--- config.mk ---
export PLATFORM = sky130hd
export DESIGN_NAME = pan_tilt_position_ramp_core
export DESIGN_NICKNAME = d
export VERILOG_FILES = /design/src/ptr_pkg.sv /design/src/pan_tilt_position_ramp_core.sv /design/src/ptr_scale.sv /design/src/ptr_axis.sv
export SDC_FILE = /design/constraint.sdc
export NUM_CORES = 1
export LEC_CHECK = 0
export ABC_AREA = 1
export BUFFER_PORTS_ARGS = -buffer_cell sky130_fd_sc_hd__buf_2
export CAP_MARGIN = 10
export CORE_MARGIN = 3
export CORE_UTILIZATION = 30
export CTS_CLUSTER_DIAMETER = 60
export CTS_CLUSTER_SIZE = 10
export DETAILED_ROUTE_END_ITERATION = 10
export GPL_TIMING_DRIVEN = 0
export PLACE_DENSITY = 0.46
export SLEW_MARGIN = 40
export SYNTH_ARGS = -nofsm -noshare
export SYNTH_HDL_FRONTEND = slang
export SYNTH_SLANG_ARGS = --single-unit
export TNS_END_PERCENT = 20
--- constraint.sdc ---
create_clock -name clk -period 13.13 [get_ports clk]
set_input_delay 1.9695 -clock clk [delete_from_list [all_inputs] [get_ports clk]]
set_output_delay 1.9695 -clock clk [all_outputs]
set_load 0.01 [all_outputs]
--- src/ptr_pkg.sv ---
// ----------------------------------------------------------------------------
// ptr_pkg: shared types and constants for the pan/tilt position ramp
// Field widths, item kinds, register indexes and the structs that pass
// between the scaler, the axis units and the top level.
// ----------------------------------------------------------------------------
package ptr_pkg;

	// whole-count width of positions, centers and limits
	localparam int POS_BITS   = 12;
	localparam int KIND_W     = 3;
	localparam int ANGLE_W    = 8;
	localparam int SPEED_W    = 8;
	localparam int DEG_W      = 9;
	localparam int CFG_IDX_W  = 3;
	localparam int CFG_DATA_W = 12;
	// scaled product / quotient magnitude: 8-bit operand times count range
	localparam int QUO_W      = ANGLE_W + POS_BITS;
	localparam int CNT_W      = $clog2(QUO_W);

	localparam int S_TDATA_W  = 32;
	localparam int S_TUSER_W  = 4;
	localparam int M_TDATA_W  = 32;

	// register reset values
	localparam logic [POS_BITS-1:0] RST_FS_COUNTS = 12'd1023;
	localparam logic [DEG_W-1:0]    RST_FS_DEG    = 9'd300;
	localparam logic [POS_BITS-1:0] RST_CENTER    = 12'd512;
	localparam logic [POS_BITS-1:0] RST_CW        = 12'd0;
	localparam logic [POS_BITS-1:0] RST_CCW       = 12'd1023;

	typedef enum logic [KIND_W-1:0] {
		KIND_TICK  = 3'd0,
		KIND_MOVE  = 3'd1,
		KIND_SPEED = 3'd2,
		KIND_STOP  = 3'd3,
		KIND_LOAD  = 3'd4
	} kind_t;

	typedef enum logic [CFG_IDX_W-1:0] {
		CFG_FS_COUNTS = 3'd0,
		CFG_FS_DEG    = 3'd1,
		CFG_PAN_CTR   = 3'd2,
		CFG_PAN_CW    = 3'd3,
		CFG_PAN_CCW   = 3'd4,
		CFG_TILT_CTR  = 3'd5,
		CFG_TILT_CW   = 3'd6,
		CFG_TILT_CCW  = 3'd7
	} cfg_idx_t;

	typedef struct packed {
		logic               start;
		logic               signed_op;
		logic [ANGLE_W-1:0] operand;
	} scale_req_t;

	typedef struct packed {
		logic             done;
		logic             neg;
		logic [QUO_W-1:0] quo;
	} scale_rsp_t;

	typedef struct packed {
		logic                en;
		logic [KIND_W-1:0]   kind;
		logic [POS_BITS-1:0] load_count;
	} axis_cmd_t;

	typedef struct packed {
		logic [POS_BITS-1:0] center;
		logic [POS_BITS-1:0] cw;
		logic [POS_BITS-1:0] ccw;
	} axis_cfg_t;

	typedef struct packed {
		logic                moving;
		logic [POS_BITS-1:0] position;
	} axis_stat_t;

endpackage

--- src/pan_tilt_position_ramp_core.sv ---
// ----------------------------------------------------------------------------
// pan_tilt_position_ramp_core: two-axis servo position slew-rate limiter
// Command decode, configuration registers, sequencing and result register.
// ----------------------------------------------------------------------------
// One item is worked at a time. Tick, stop, load and unused kinds go from
// accept through the apply and output states; move and set-speed items also
// pass the bit-serial scaler (8 shift-add multiply steps and 20 restoring
// divide steps) first. A new item is taken as soon as the previous one has
// written its result into the output register, even if that beat is still
// waiting for m_tready. Each item returns exactly one beat with both
// whole-count positions and both moving flags. Configuration writes are always
// ready and are meant to be made while the block is idle.
// ----------------------------------------------------------------------------
module pan_tilt_position_ramp_core
	import ptr_pkg::*;
#(
	parameter int FRAC_BITS = 7     // fraction bits of the position ramp
) (
	input  logic                  clk,
	input  logic                  arst_n,
	// command stream
	input  logic                  s_tvalid,
	output logic                  s_tready,
	input  logic [S_TDATA_W-1:0]  s_tdata,   // angle_deg[7:0], speed_deg[15:8],
	                                         // position_count[27:16], zero pad
	input  logic [S_TUSER_W-1:0]  s_tuser,   // kind[2:0], axis[3]
	// result stream
	output logic                  m_tvalid,
	input  logic                  m_tready,
	output logic [M_TDATA_W-1:0]  m_tdata,   // pan_position[11:0], tilt_position[23:12],
	                                         // pan_busy[24], tilt_busy[25], zero pad
	// configuration writes
	input  logic                  cfg_valid,
	output logic                  cfg_ready,
	input  logic [CFG_IDX_W-1:0]  cfg_index,
	input  logic [CFG_DATA_W-1:0] cfg_data
);

	typedef enum logic [3:0] {
		ST_IDLE  = 4'b0001,
		ST_SCALE = 4'b0010,
		ST_APPLY = 4'b0100,
		ST_OUT   = 4'b1000
	} state_t;

	state_t              state_q;

	// configuration registers
	logic [POS_BITS-1:0] fs_counts_q;
	logic [DEG_W-1:0]    fs_deg_q;
	axis_cfg_t           pan_cfg_q, tilt_cfg_q;

	// captured item
	logic [KIND_W-1:0]   kind_q;
	logic                axis_q;
	logic [POS_BITS-1:0] load_q;

	// result register
	logic                m_tvalid_q;
	logic [M_TDATA_W-1:0] m_tdata_q;

	logic                in_beat;
	logic                needs_scale;
	logic                out_free;
	scale_req_t          sc_req;
	scale_rsp_t          sc_rsp;
	axis_cmd_t           pan_cmd, tilt_cmd;
	axis_stat_t          pan_stat, tilt_stat;
	logic                is_tick;

	assign s_tready  = (state_q == ST_IDLE);
	assign in_beat   = s_tvalid && s_tready;
	assign cfg_ready = 1'b1;
	assign out_free  = !m_tvalid_q || m_tready;

	// moves and speed changes go through the scaler
	assign needs_scale = (s_tuser[KIND_W-1:0] == KIND_MOVE) ||
	                     (s_tuser[KIND_W-1:0] == KIND_SPEED);

	// move scales the signed angle, set-speed the unsigned speed
	assign sc_req.start     = in_beat && needs_scale;
	assign sc_req.signed_op = (s_tuser[KIND_W-1:0] == KIND_MOVE);
	assign sc_req.operand   = sc_req.signed_op ? s_tdata[ANGLE_W-1:0]
	                                           : s_tdata[ANGLE_W +: SPEED_W];

	// sequencer
	always_ff @(posedge clk or negedge arst_n) begin
		if (!arst_n) begin
			state_q <= ST_IDLE;
		end else begin
			case (state_q)
				ST_IDLE: begin
					if (in_beat)
						state_q <= needs_scale ? ST_SCALE : ST_APPLY;
				end
				ST_SCALE: begin
					if (sc_rsp.done)
						state_q <= ST_APPLY;
				end
				ST_APPLY: state_q <= ST_OUT;
				ST_OUT: begin
					if (out_free)
						state_q <= ST_IDLE;
				end
				default: state_q <= ST_IDLE;
			endcase
		end
	end

	always_ff @(posedge clk) begin
		if (in_beat) begin
			kind_q <= s_tuser[KIND_W-1:0];
			axis_q <= s_tuser[KIND_W];
			load_q <= s_tdata[ANGLE_W + SPEED_W +: POS_BITS];
		end
	end

	// configuration register file
	always_ff @(posedge clk or negedge arst_n) begin
		if (!arst_n) begin
			fs_counts_q       <= RST_FS_COUNTS;
			fs_deg_q          <= RST_FS_DEG;
			pan_cfg_q.center  <= RST_CENTER;
			pan_cfg_q.cw      <= RST_CW;
			pan_cfg_q.ccw     <= RST_CCW;
			tilt_cfg_q.center <= RST_CENTER;
			tilt_cfg_q.cw     <= RST_CW;
			tilt_cfg_q.ccw    <= RST_CCW;
		end else if (cfg_valid && cfg_ready) begin
			case (cfg_index)
				CFG_FS_COUNTS: fs_counts_q       <= cfg_data[POS_BITS-1:0];
				CFG_FS_DEG:    fs_deg_q          <= cfg_data[DEG_W-1:0];
				CFG_PAN_CTR:   pan_cfg_q.center  <= cfg_data[POS_BITS-1:0];
				CFG_PAN_CW:    pan_cfg_q.cw      <= cfg_data[POS_BITS-1:0];
				CFG_PAN_CCW:   pan_cfg_q.ccw     <= cfg_data[POS_BITS-1:0];
				CFG_TILT_CTR:  tilt_cfg_q.center <= cfg_data[POS_BITS-1:0];
				CFG_TILT_CW:   tilt_cfg_q.cw     <= cfg_data[POS_BITS-1:0];
				CFG_TILT_CCW:  tilt_cfg_q.ccw    <= cfg_data[POS_BITS-1:0];
				default: ;
			endcase
		end
	end

	ptr_scale u_scale (
		.clk       (clk),
		.arst_n    (arst_n),
		.req       (sc_req),
		.fs_counts (fs_counts_q),
		.fs_deg    (fs_deg_q),
		.rsp       (sc_rsp)
	);

	// a tick steps both axes; other kinds go to the selected one
	assign is_tick = (kind_q == KIND_TICK);

	assign pan_cmd.en          = (state_q == ST_APPLY) && (is_tick || !axis_q);
	assign pan_cmd.kind        = kind_q;
	assign pan_cmd.load_count  = load_q;
	assign tilt_cmd.en         = (state_q == ST_APPLY) && (is_tick || axis_q);
	assign tilt_cmd.kind       = kind_q;
	assign tilt_cmd.load_count = load_q;

	ptr_axis #(.FRAC_BITS(FRAC_BITS)) u_pan (
		.clk     (clk),
		.arst_n  (arst_n),
		.cmd     (pan_cmd),
		.cfg     (pan_cfg_q),
		.quo_neg (sc_rsp.neg),
		.quo     (sc_rsp.quo),
		.stat    (pan_stat)
	);

	ptr_axis #(.FRAC_BITS(FRAC_BITS)) u_tilt (
		.clk     (clk),
		.arst_n  (arst_n),
		.cmd     (tilt_cmd),
		.cfg     (tilt_cfg_q),
		.quo_neg (sc_rsp.neg),
		.quo     (sc_rsp.quo),
		.stat    (tilt_stat)
	);

	// result register: loaded once the axes hold the post-item state
	always_ff @(posedge clk or negedge arst_n) begin
		if (!arst_n) begin
			m_tvalid_q <= 1'b0;
		end else if (state_q == ST_OUT && out_free) begin
			m_tvalid_q <= 1'b1;
		end else if (m_tready) begin
			m_tvalid_q <= 1'b0;
		end
	end

	always_ff @(posedge clk) begin
		if (state_q == ST_OUT && out_free)
			m_tdata_q <= M_TDATA_W'({tilt_stat.moving, pan_stat.moving,
			                         tilt_stat.position, pan_stat.position});
	end

	assign m_tvalid = m_tvalid_q;
	assign m_tdata  = m_tdata_q;

endmodule

--- src/ptr_scale.sv ---
// ----------------------------------------------------------------------------
// ptr_scale: bit-serial degree-to-count scaler
// Shift-add multiply of an 8-bit operand by the full-scale counts, then a
// restoring divide by the full-scale degrees, one quotient bit per cycle.
// ----------------------------------------------------------------------------
module ptr_scale
	import ptr_pkg::*;
(
	input  logic                clk,
	input  logic                arst_n,
	input  scale_req_t          req,
	input  logic [POS_BITS-1:0] fs_counts,
	input  logic [DEG_W-1:0]    fs_deg,
	output scale_rsp_t          rsp
);

	typedef enum logic [2:0] {
		SC_IDLE = 3'b001,
		SC_MUL  = 3'b010,
		SC_DIV  = 3'b100
	} sc_state_t;

	sc_state_t          state_q;
	logic [CNT_W-1:0]   cnt_q;
	logic [ANGLE_W-1:0] mplier_q;
	logic [QUO_W-1:0]   mcand_q;
	logic [QUO_W-1:0]   acc_q;      // product, then numerator/quotient shift reg
	logic [DEG_W-1:0]   rem_q;
	logic [DEG_W-1:0]   dvs_q;
	logic               neg_q;
	logic               done_q;

	logic [DEG_W:0]     rem_sh;
	logic               q_bit;
	logic [ANGLE_W-1:0] op_mag;

	assign op_mag = (req.signed_op && req.operand[ANGLE_W-1]) ? (~req.operand + 1'b1)
	                                                          : req.operand;
	assign rem_sh = {rem_q, acc_q[QUO_W-1]};
	assign q_bit  = (rem_sh >= {1'b0, dvs_q});

	always_ff @(posedge clk or negedge arst_n) begin
		if (!arst_n) begin
			state_q <= SC_IDLE;
			cnt_q   <= '0;
			done_q  <= 1'b0;
		end else begin
			done_q <= 1'b0;
			case (state_q)
				SC_IDLE: begin
					if (req.start) begin
						state_q <= SC_MUL;
						cnt_q   <= '0;
					end
				end
				SC_MUL: begin
					if (cnt_q == CNT_W'(ANGLE_W - 1)) begin
						state_q <= SC_DIV;
						cnt_q   <= '0;
					end else begin
						cnt_q <= cnt_q + 1'b1;
					end
				end
				SC_DIV: begin
					if (cnt_q == CNT_W'(QUO_W - 1)) begin
						state_q <= SC_IDLE;
						done_q  <= 1'b1;
					end else begin
						cnt_q <= cnt_q + 1'b1;
					end
				end
				default: state_q <= SC_IDLE;
			endcase
		end
	end

	// datapath, no reset needed
	always_ff @(posedge clk) begin
		case (state_q)
			SC_IDLE: begin
				if (req.start) begin
					mplier_q <= op_mag;
					mcand_q  <= QUO_W'(fs_counts);
					acc_q    <= '0;
					neg_q    <= req.signed_op & req.operand[ANGLE_W-1];
					dvs_q    <= (fs_deg == '0) ? DEG_W'(1) : fs_deg;
				end
			end
			SC_MUL: begin
				if (mplier_q[0])
					acc_q <= acc_q + mcand_q;
				mcand_q  <= {mcand_q[QUO_W-2:0], 1'b0};
				mplier_q <= {1'b0, mplier_q[ANGLE_W-1:1]};
				rem_q    <= '0;
			end
			SC_DIV: begin
				rem_q <= q_bit ? DEG_W'(rem_sh - {1'b0, dvs_q}) : rem_sh[DEG_W-1:0];
				acc_q <= {acc_q[QUO_W-2:0], q_bit};
			end
			default: ;
		endcase
	end

	assign rsp.done = done_q;
	assign rsp.neg  = neg_q;
	assign rsp.quo  = acc_q;

endmodule

--- src/ptr_axis.sv ---
// ----------------------------------------------------------------------------
// ptr_axis: state and ramp logic for one servo axis
// Holds position, target, speed, moving and stop flags; applies one command
// per enable pulse.
// ----------------------------------------------------------------------------
module ptr_axis
	import ptr_pkg::*;
#(
	parameter int FRAC_BITS = 7
) (
	input  logic             clk,
	input  logic             arst_n,
	input  axis_cmd_t        cmd,
	input  axis_cfg_t        cfg,
	input  logic             quo_neg,
	input  logic [QUO_W-1:0] quo,
	output axis_stat_t       stat
);

	localparam int PW = POS_BITS + FRAC_BITS + 2;   // position
	localparam int TW = POS_BITS + FRAC_BITS;       // target
	localparam int SW = QUO_W;                      // speed
	localparam int XW = ((PW > SW) ? PW : SW) + 1;  // tick arithmetic
	localparam int AW = QUO_W + 2;                  // signed move target

	logic [PW-1:0]       pos_q, pos_d;
	logic [TW-1:0]       tgt_q, tgt_d;
	logic [SW-1:0]       spd_q, spd_d;
	logic                moving_q, moving_d;
	logic                stop_q, stop_d;

	logic [POS_BITS-1:0] whole;
	logic [PW-1:0]       snap_pos;
	logic [TW-1:0]       snap_tgt;
	logic [XW-1:0]       p_x, t_x, s_x, sum_x, diff_x;
	logic signed [AW-1:0] q_s, ang_t;
	logic [POS_BITS-1:0] t_cnt;

	assign whole    = pos_q[FRAC_BITS +: POS_BITS];
	assign snap_tgt = {whole, {FRAC_BITS{1'b0}}};
	assign snap_pos = PW'(snap_tgt);

	assign p_x    = XW'(pos_q);
	assign t_x    = XW'(tgt_q);
	assign s_x    = XW'(spd_q);
	assign sum_x  = p_x + s_x;
	assign diff_x = p_x - s_x;

	// scaled angle plus center, clamped; ccw limit checked first
	assign q_s   = quo_neg ? -$signed({2'b00, quo}) : $signed({2'b00, quo});
	assign ang_t = q_s + $signed(AW'(cfg.center));
	always_comb begin
		if (ang_t > $signed(AW'(cfg.ccw)))
			t_cnt = cfg.ccw;
		else if (ang_t < $signed(AW'(cfg.cw)))
			t_cnt = cfg.cw;
		else
			t_cnt = ang_t[POS_BITS-1:0];
	end

	always_comb begin
		pos_d    = pos_q;
		tgt_d    = tgt_q;
		spd_d    = spd_q;
		moving_d = moving_q;
		stop_d   = stop_q;
		if (cmd.en) begin
			case (cmd.kind)
				KIND_TICK: begin
					if (stop_q) begin
						pos_d    = snap_pos;
						tgt_d    = snap_tgt;
						spd_d    = '0;
						moving_d = 1'b0;
						stop_d   = 1'b0;
					end else if (p_x < t_x) begin
						if (sum_x >= t_x) begin
							pos_d    = PW'(tgt_q);
							moving_d = 1'b0;
						end else begin
							pos_d = sum_x[PW-1:0];
						end
					end else if (p_x > t_x) begin
						if (p_x < s_x || diff_x <= t_x) begin
							pos_d    = PW'(tgt_q);
							moving_d = 1'b0;
						end else begin
							pos_d = diff_x[PW-1:0];
						end
					end
				end
				KIND_MOVE: begin
					if (spd_q == '0) begin
						pos_d    = snap_pos;
						tgt_d    = snap_tgt;
						moving_d = 1'b0;
					end else begin
						tgt_d    = {t_cnt, {FRAC_BITS{1'b0}}};
						moving_d = (whole != t_cnt);
					end
				end
				KIND_SPEED: spd_d = quo;
				KIND_STOP:  stop_d = 1'b1;
				KIND_LOAD: begin
					tgt_d    = {cmd.load_count, {FRAC_BITS{1'b0}}};
					pos_d    = PW'({cmd.load_count, {FRAC_BITS{1'b0}}});
					spd_d    = '0;
					moving_d = 1'b0;
					stop_d   = 1'b0;
				end
				default: ;
			endcase
		end
	end

	always_ff @(posedge clk or negedge arst_n) begin
		if (!arst_n) begin
			pos_q    <= '0;
			tgt_q    <= '0;
			spd_q    <= '0;
			moving_q <= 1'b0;
			stop_q   <= 1'b0;
		end else begin
			pos_q    <= pos_d;
			tgt_q    <= tgt_d;
			spd_q    <= spd_d;
			moving_q <= moving_d;
			stop_q   <= stop_d;
		end
	end

	assign stat.position = whole;
	assign stat.moving   = moving_q;

endmodule
==> results of run 1 <==
[worst max-delay path, stage by stage (launching register included)]
cell	delay [ns]
dfrtp_1	0.63
ha_1	0.42
clkbuf_1	0.27
nand2_1	0.15
nor4_1	0.42
a21oi_1	0.18
o21ai_0	0.34
nand3_1	0.12
nand2_1	0.13
a31oi_1	0.12
xor2_1	0.20
ha_1	0.34
nand4_1	0.16
nor4b_1	0.46
nand4_1	0.14
o21bai_1	0.17
o2111ai_1	0.11
nand2_1	0.14
nor2_1	0.09
inv_1	0.23
nand2_1	0.24
inv_2	0.20
buf_2	0.28
nand2_1	0.07
nand4_1	0.14
a21oi_1	0.09
[metrics by stage]
stage / total power [mW] / cell area [um2] / setup WS (ns)
finish: 8.10 / 29500 / 7.13
detailed placement: 6.75 / 27900 / 7.18
floorplan: 5.08 / 25900 / 8.41
global placement: 6.73 / 27700 / 5.62
CTS: 8.11 / 29500 / 7.14
global route: 8.88 / 29500 / 6.63
[flip-flops by register name, summed over array words and instances (netlist names), 20 cells and up]
register         flops
pan_cfg_q           36
m_tdata             26
u_scale.acc_q       20
tilt_cfg_q          36
u_tilt.pos_q        21
u_tilt.spd_q        20
u_pan.pos_q         21
u_pan.spd_q         20
u_scale.mcand_q     20
[Yosys cell counts (4+ instances only)]
cell       number  area share
a211oi_1       33      0.0096
a21boi_0        9      0.0026
a21o_1          7      0.0020
a21oi_1       236       0.046
a22oi_1        35       0.010
a31oi_1        11      0.0027
and3_1          5      0.0012
buf_1           4     0.00058
buf_2          19      0.0037
buf_4          10      0.0029
clkbuf_1       80       0.012
dfrtp_1       179        0.17
dfstp_2        38       0.039
edfxtp_1      109        0.13
fa_1            8      0.0062
ha_1          258        0.12
inv_1         439       0.064
inv_2           5     0.00073
nand2_1       781        0.11
nand2_2        12      0.0029
nand2_4         4      0.0017
nand3_1       191       0.037
nand3b_1       20      0.0058
nand4_1        44       0.011
nor2_1        315       0.046
nor2_2          7      0.0017
nor3_1         35      0.0068
nor4_1         24      0.0058
o2111ai_1       4      0.0014
o211ai_1       44       0.013
o21a_1         10      0.0029
o21ai_0       262       0.051
o21ai_1        16      0.0031
o21bai_1        9      0.0026
o22ai_1        19      0.0046
o31ai_1        12      0.0035
or2_2          22      0.0053
xnor2_1         9      0.0031
xor2_1        105       0.036
[kinds of logic after synthesis]
| logic type | after synthesis | synth area share |
|---|---|---|
| AND/OR/NAND/NOR | 1476 | 0.244 |
| AO/OA/AOI/OAI | 723 | 0.160 |
| buffers and inverters | 563 | 0.0852 |
| flip-flops | 326 | 0.339 |
| adder cells (fa/ha/maj) | 266 | 0.131 |
| XOR/XNOR | 114 | 0.0386 |
| multiplexers | 3 | 0.00121 |
| other | 2 | 0.000291 |
[final timing paths]
kind / depth (start not counted) / slack (ns) / end / start
max: 25 / 7.13 / u_tilt.pos_q[8]$_DFFE_PN0P_ / u_tilt.pos_q[9]$_DFFE_PN0P_
min in group asynchronous: 1 / 1.22 / u_scale.cnt_q[2]$_DFFE_PN0P_ / arst_n
min: 0 / 0.47 / m_tdata[25]$_DFFE_PP_ / u_tilt.moving_q$_DFFE_PN0P_
min reg2reg: 0 / 0.47 / m_tdata[25]$_DFFE_PP_ / u_tilt.moving_q$_DFFE_PN0P_
max reg2reg: 25 / 7.13 / u_tilt.pos_q[8]$_DFFE_PN0P_ / u_tilt.pos_q[9]$_DFFE_PN0P_
max in group asynchronous: 3 / 10.83 / tilt_cfg_q[9]$_DFFE_PN1P_ / arst_n
[power by group]
| part | total (mW) | leakage (nW) | internal, mW | switching (mW) |
|---|---|---|---|---|
| clock network | 1.31 | 0.779 | 0.769 | 0.545 |
| logic | 5.13 | 9.63 | 1.70 | 3.44 |
| registers | 1.66 | 3.76 | 1.33 | 0.330 |
[layout make-up]
type                       count  area, um2  area share
tap                         1134       1420      0.0482
timing repair buffer          85        546      0.0185
inverter                     446       1680      0.0569
sequential                   326       8750       0.297
multi-input combinational   2589      15000       0.507
clock inverter                23        290     0.00985
clock buffer                  68       1310      0.0444
buffer                       117        524      0.0178
[metal layers]
layer,vias to the layer above,wire length (um),track usage
li1,11900,-,-
met1,11200,45400,0.295
met2,556,42100,0.332
met3,112,4740,0.0274
met4,0,2650,0.0587
met5,-,0,0
==> metrics.txt, run 1 <==
Data arrival, critical path 6.45 ns; Req. time, crit path 13.59 ns; drt drc 0; fmax 167 MHz; drt pass-1 iters 6; Warnings, synthesis 0; fillcell total 9059; average size of a mapped cell 7.44 um2; layout cell share with drive strength beyond 1 0.0826; clock root buffer clkbuf_16; sequential area share after synthesis 0.339; CTS sink cnt 326; Max-Slew Margin vs Limit 0.431; Die Y 299 um; Worst-path clk slew 0.06 ns; CP Max Fanout 10; Period Utilization, post-route 0.457; most common cell after layout, fill and taps aside nand2_1; asr flop ratio synth 0.666; # H-tree levels 2; Crit. End Element flop; Die ar. 0.0897 mm2; outcome complete, no violations; Initial Util 0.306; Final min period 6.00 ns; DP HPWL 76500 um; core area 0.0845 mm2; pin count of the biggest net entering global routing 66; Post-synth EDFFs 109; worst setup path category flop to flop; hold buffers post-CTS 0; Chip Width 299 um; nets 3936; top_reg_cell synth dfrtp_1; first-pass GRT wire length 143000 um; CTS tree done; I/O pins 91; diode count 0; final std cells w/o fill 4788; Cells after Synth 3473; setup repair bufs after CTS 0; Final Setup Violations 0; initial antenna violation count 1; Pleak 14.2 nW; synthesized cell area 0.0258 mm2; RSZ-0062 raised after global routing no; Post-CTS Resized 0; via/cell ratio 4.96; DR vias 23800; Clock Path Buffers 3; cell count after placement 4697; FF+latch count, synth 326; # rows 106; Setup TNS Final 0 ns; aggregate global routing overflow 0; final core occ 0.349; maxcap violations 0; peak supply drop 0.115 mV; PwrDens 275 mW/mm2; hold crit path type flop to flop; final hold slack 0.474 ns; worst-margin pin slew 0.846 ns; gp weighted congestion 0.940; final wirelength 94900 um; gr usage total 0.208; Cell variety after synth 68; Antenna Nets Post-Route 0; startpoint types flop; post-route clock skew 0.0670 ns; Buffers on Ports 79; final hold violations 0; TritonCTS buffer count 49; later-pin clock latency in the skew report 0.64 ns; commonest cells after routing, fill and taps aside nand2_1 (780), inv_1 (439), nor2_1 (312); DRT iter0 DRCs 1921; vias in the first global route 23100; DR WL/cell 19.8 um; area delta synth->final 14.0%; fin. max-slew vios 0
No activity file was read; power rests on OpenSTA's default activity.
==> run 2: changes to the inputs <==
==> constraint.sdc (replaced) <==
create_clock -name clk -period 6 [get_ports clk]
set_input_delay 0.9 -clock clk [delete_from_list [all_inputs] [get_ports clk]]
set_output_delay 0.9 -clock clk [all_outputs]
set_load 0.01 [all_outputs]
==> run 2 against run 1 <==
Net effect: non-clock buffer count rose by 3; combinational power rose by 120%; final cell count hardly changed; clock power grew 120%; maximum frequency up 7.2%; worst hold slack lost 0.32 ns; wire length increased by 0.16%; global-route usage did not move; first-iteration DRC count decreased by 3.1%; sequential power is 120% higher; critical path type unchanged.
==> metrics.txt, run 2 (synthesized netlist as in run 1, its figures left out) <==
later-pin clock latency in the skew report 0.64 ns (about the same); placed cell area 0.0279 mm2 (unchanged); CP max stage cell edfxtp_1; Setup crit start u_scale.acc_q[0]$_DFFE_PP_; CTS tree done; core area 0.0845 mm2 (unchanged); CP dominant cell by count nand2_1; Antenna Nets Post-Route 0 (unchanged); Final min period 5.59 ns (-0.400 ns); Setup TNS Final 0 ns (unchanged); Die Y 299 um (unchanged); CTS sink cnt 326 (unchanged); r2r endpoint u_tilt.moving_q$_DFFE_PN0P_; pin count of the biggest net entering global routing 66 (unchanged); startpoint types flop; Chip Width 299 um (unchanged); Worst-path clk slew 0.06 ns (about the same); Period Utilization, post-route 0.932 (+0.476); FF-to-FF setup slack 0.41 ns (-6.73 ns); Die ar. 0.0897 mm2 (unchanged); # rows 106 (unchanged); area delta synth->final 14.6%; metal3 WL 5020 um (+6.0%); R2R depth 28 (+12%); DRT iter0 DRCs 1862 (-3.1%); worst setup path category flop to flop; initial antenna violation count 1 (unchanged); hold buffers post-CTS 0 (unchanged); via/cell ratio 4.97 (+0.20%); fmax 179 MHz (+7.2%); TritonCTS buffer count 49 (unchanged); DR vias 23800 (+0.27%); PwrDens 604 mW/mm2 (+120%); crit path capture u_tilt.moving_q$_DFFE_PN0P_; worst-margin pin slew 0.804 ns (-0.0420 ns); commonest cells after routing, fill and taps aside nand2_1 (779), inv_1 (439), nor2_1 (312); final hold violations 0 (unchanged); drt pass-1 iters 6 (unchanged); Final Instance Area 0.0296 mm2 (+0.49%); Max Used Layer met4; most common cell after layout, fill and taps aside nand2_1; RR Startpoint u_scale.acc_q[0]$_DFFE_PP_; gr usage total 0.208 (unchanged); Max-Slew Margin vs Limit 0.464 (+0.0328); vias in the first global route 23100 (unchanged); Clock Path Buffers 3 (unchanged); I/O pins 91 (unchanged); outcome complete, no violations; post-route clock skew 0.0658 ns (-0.00125 ns); drt drc 0 (unchanged); Power, Total 17.9 mW (+120%); Routed met1 length 45300 um (-0.34%); layout cell share with drive strength beyond 1 0.0881 (+0.00540); Crit. End Element flop; Buffers on Ports 79 (unchanged); clock root buffer clkbuf_16; DR WL/cell 19.8 um (+0.10%); maxcap violations 0 (unchanged); first-pass GRT wire length 143000 um (unchanged); Req. time, crit path 6.47 ns (-7.12 ns); nets 3939 (+0.076%); DP HPWL 76500 um (unchanged); met2 routed WL 42000 um (-0.24%); aggregate global routing overflow 0 (unchanged); final wirelength 95100 um (+0.16%); hold crit path type primary input to asynchronous set/reset pin; fin. max-slew vios 0 (unchanged); Final Setup Violations 0 (unchanged); diode count 0 (unchanged); Initial Util 0.306 (unchanged); CP max stage delay 0.54 ns (-0.09 ns); CP Max Fanout 10 (unchanged); Pleak 14.2 nW (+0.25%); Data arrival, critical path 6.07 ns (-0.38 ns); peak supply drop 0.253 mV (+120%); # H-tree levels 2 (unchanged); gp weighted congestion 0.940 (unchanged)
-- run 2: cell count changes in the layout (fill, tap and decap cells not counted), moves of 3 or more --
cell / before / now
buf_4: 10 / 14
o21ai_0: 261 / 258
o21ai_1: 17 / 20
xor2_1: 105 / 96
xor2_2: 0 / 8
-- run 2: layer usage --
metal,vias up,global-route usage
li1,11900,-
met1,11200,0.295
met2,592,0.332
met3,120,0.0274
met4,0,0.0587
met5,-,0
-- run 2: layout make-up --
type,instances,area (um2)
repair buffers,89,576
clock buffers,68,1310
plain buffers,116,520
flip-flops and latches,326,8750
well taps,1134,1420
inverters,446,1680
clock inverters,23,290
fillers,9042,54900
multi-input cells,2589,15100
-- run 2: stage by stage --
stage               setup WS [ns]  cells  utilization  hold slack [ns]
floorplan                    1.65   3478            -            0.425
global route             -0.00476   4791        0.350            0.161
CTS                        0.0108   4788        0.349            0.135
finish                      0.405   4791        0.350            0.159
detailed placement         0.0452   4697        0.330            0.446
global placement           -0.436   4691        0.328            0.443
-- run 2: repair_timing --
item / in CTS / in global routing
buffers inserted: 0 / 4
endpoints found under the setup margin: 0 / 38
resized for setup: 0 / 21
-- run 2: critical path, delay by kind of cell (launching register included) --
kind	cells	cell delay (ns)
and+or+nand+nor	19	2.35
adders and majority gates	3	0.94
xor gates and xnor gates	2	0.88
DFF	1	0.54
buffers and inverters	3	0.50
AOI/OAI and AO/OA	1	0.19
-- run 2: worst min path at each step --
| stage | endpoint | startpoint | cells past startpoint |
|---|---|---|---|
| 2_1_floorplan | m_tdata[24]$_DFFE_PP_ | u_pan.moving_q$_DFFE_PN0P_ | 0 |
| 3_3_place_gp | m_tdata[25]$_DFFE_PP_ | u_tilt.moving_q$_DFFE_PN0P_ | 0 |
| 3_5_place_dp | m_tdata[25]$_DFFE_PP_ | u_tilt.moving_q$_DFFE_PN0P_ | 0 |
| 4_1_cts | u_scale.cnt_q[2]$_DFFE_PN0P_ | arst_n | 1 |
| 5_1_grt | u_scale.cnt_q[2]$_DFFE_PN0P_ | arst_n | 1 |
| 6_report | u_scale.cnt_q[2]$_DFFE_PN0P_ | arst_n | 1 |
-- run 2: power breakdown --
group	switching [mW]	leakage [nW]	total, mW	internal, mW
Clock	1.19	0.779	2.87	1.68
Sequential	0.724	3.76	3.63	2.90
Combinational	7.59	9.67	11.4	3.79
Total	9.50	14.2	17.9	8.38
==> run 3: changes to the inputs <==
--- a/config.mk
+++ b/config.mk
@@ -15,6 +15,7 @@
 export DETAILED_ROUTE_END_ITERATION = 10
 export GPL_TIMING_DRIVEN = 0
 export PLACE_DENSITY = 0.46
+export REMOVE_ABC_BUFFERS = 1
 export SLEW_MARGIN = 40
 export SYNTH_ARGS = -nofsm -noshare
 export SYNTH_HDL_FRONTEND = slang
==> run 3 against run 2 <==
Net effect: non-clock buffer count decreased by 103; worst setup slack lost 0.049 ns; combinational power is essentially flat; sequential power fell by 1%; critical path depth fell by 6; die area unchanged; maximum frequency decreased by 0.87%; first-iteration DRC count shrank 3.9%; total power shrank 1.6%; utilization fell by 0.48 points.
==> metrics.txt, run 3 (synthesized netlist as in run 1, its figures left out) <==
outcome complete, no violations; crit path capture u_tilt.tgt_q[12]$_DFFE_PN0P_; CP dominant cell by count nand2_1; DRT iter0 DRCs 1789 (-3.9%); first-pass GRT wire length 142000 um (-0.89%); TritonCTS buffer count 47 (-4.1%); Max-Slew Margin vs Limit 0.402 (-0.0622); placement-stage worst setup slack -0.200 ns (-0.245 ns); I/O pins 91 (unchanged); Antenna Nets Post-Route 0 (unchanged); startpoint types flop; worst path bufs/invs 1 (-2); Crit. End Element flop; final hold violations 0 (unchanged); CP max stage cell edfxtp_1; pin count of the biggest net entering global routing 60 (-9.1%); DP HPWL 73800 um (-3.5%); diode count 0 (unchanged); worst setup path category flop to flop; worst-margin pin slew 0.894 ns (+0.0899 ns); # rows 106 (unchanged); Initial Util 0.306 (unchanged); hold crit path type primary input to asynchronous set/reset pin; CTS sink cnt 326 (unchanged); final worst setup slack 0.356 ns (-0.0493 ns); fillcell total 9111 (+0.76%); # H-tree levels 2 (unchanged); fin. max-slew vios 0 (unchanged); Setup crit start u_scale.acc_q[0]$_DFFE_PP_; final core occ 0.346 (-0.00480); nets 3834 (-2.7%); FF-to-FF setup slack 0.36 ns (-0.05 ns); CP Max Fanout 16 (+6); layout cell share with drive strength beyond 1 0.0879 (-0.000188); DR vias 23400 (-1.6%); fmax 177 MHz (-0.87%); Final Setup Violations 0 (unchanged); Worst-path clk slew 0.06 ns (about the same); clock root buffer clkbuf_16; RR Startpoint u_scale.acc_q[0]$_DFFE_PP_; Die Y 299 um (unchanged); CP max stage delay 0.55 ns (about the same); Clock Path Buffers 3 (unchanged); hold buffers post-CTS 0 (unchanged); DR WL/cell 19.9 um (+0.15%); Chip Width 299 um (unchanged); initial antenna violation count 1 (unchanged); Buffers on Ports 79 (unchanged); drt drc 0 (unchanged); gr usage total 0.205 (-0.00360); later-pin clock latency in the skew report 0.61 ns (-0.03 ns); post-route clock skew 0.0295 ns (-0.0362 ns); Final min period 5.64 ns (+0.0493 ns); aggregate global routing overflow 0 (unchanged); r2r endpoint u_tilt.tgt_q[12]$_DFFE_PN0P_; gp weighted congestion 0.928 (-1.3%); Req. time, crit path 6.46 ns (about the same); commonest cells after routing, fill and taps aside nand2_1 (774), inv_1 (436), nor2_1 (305); Top Family by Delay on Critical Path simple AND/OR/NAND/NOR gates; Period Utilization, post-route 0.941 (+0.00822); core area 0.0845 mm2 (unchanged); drt pass-1 iters 5 (-1); PwrDens 602 mW/mm2 (-0.24%); most common cell after layout, fill and taps aside nand2_1; maxcap violations 0 (unchanged); final wirelength 93100 um (-2.1%); R2R depth 22 (-21%); RSZ-0062 raised after global routing no; vias in the first global route 22800 (-1.4%); via/cell ratio 5.00 (+0.64%); peak supply drop 0.242 mV (-4.2%); Data arrival, critical path 6.11 ns (+0.04 ns); instance count on the critical path 22 (-21%); Pleak 14.0 nW (-1.3%); critical-path cell list inv_2, ha_1, nand2_1, o21ai_1, xor2_1, ha_1, nand2_1, a21oi_1, nor3_1, nand3_1, xor2_1, ha_1, a21oi_1, nand4_1, nor2_1, nand4_4, nand2_4, nand2_1, nand3_1, nand2_1, o21ai_0, a22oi_1; Die ar. 0.0897 mm2 (unchanged); area delta synth->final 13.0%; CTS tree done
## run 3: cell types whose count changed in the layout (fill, tap and decap cells not counted), moves of 4 or more
cell	delta
xor2_2	-6
buf_2	-19
inv_6	-5
nor2_2	+4
clkinvlp_4	+4
buf_1	-4
xor2_1	+7
nand2_1	-5
clkbuf_1	-78
nor2_1	-7
## run 3: layer usage
layer	track usage	part of all wire
met4	0.0559	0.029
met3	0.0299	0.050
met1	0.283	0.47
met2	0.334	0.45
met5	0	0
## run 3: cell type report
cell class,count,area [um2],share of cell area
clock inverter,19,190,0.00651
tap,1134,1420,0.0486
clock buffer,69,1310,0.0449
inverter,446,1680,0.0576
sequential,326,8750,0.300
timing repair buffer,102,741,0.0254
multi-input combinational,2589,15100,0.517
## run 3: what timing repair did
action,4_1_cts,5_1_grt
buffers inserted,1,3
gates resized for setup,2,24
endpoints found under the setup margin,20,52
## run 3: report_power, final
| part | internal (mW) | switching (mW) |
|---|---|---|
| registers | 2.90 | 0.673 |
| clock network | 1.62 | 1.15 |
| logic | 3.70 | 7.55 |
## run 3: worst min path at each step
stage	from	endpoint	slack (ns)	cells past startpoint
floorplan	u_pan.moving_q$_DFFE_PN0P_	m_tdata[24]$_DFFE_PP_	0.43	0
global placement	pan_cfg_q[19]$_DFFE_PN0P_	pan_cfg_q[19]$_DFFE_PN0P_	0.47	2
detailed placement	pan_cfg_q[16]$_DFFE_PN0P_	pan_cfg_q[16]$_DFFE_PN0P_	0.47	2
CTS	arst_n	u_pan.pos_q[14]$_DFFE_PN0P_	0.22	1
global route	arst_n	u_pan.pos_q[14]$_DFFE_PN0P_	0.23	1
finish	arst_n	u_pan.pos_q[13]$_DFFE_PN0P_	0.20	1
## run 3: stage by stage
step           hold slack, ns  setup TNS, ns  area (um2)  total power, mW  std cells
3_5_place_dp            0.473          -1.46       27600             14.6       4593
3_3_place_gp            0.467        -154.65       27100             14.5       4574
2_1_floorplan           0.425              0       25300             11.0       3361
5_1_grt                 0.225              0       29200             19.3       4685
6_report                0.204              0       29200             17.6       4685
4_1_cts                 0.219              0       29100             17.5       4682
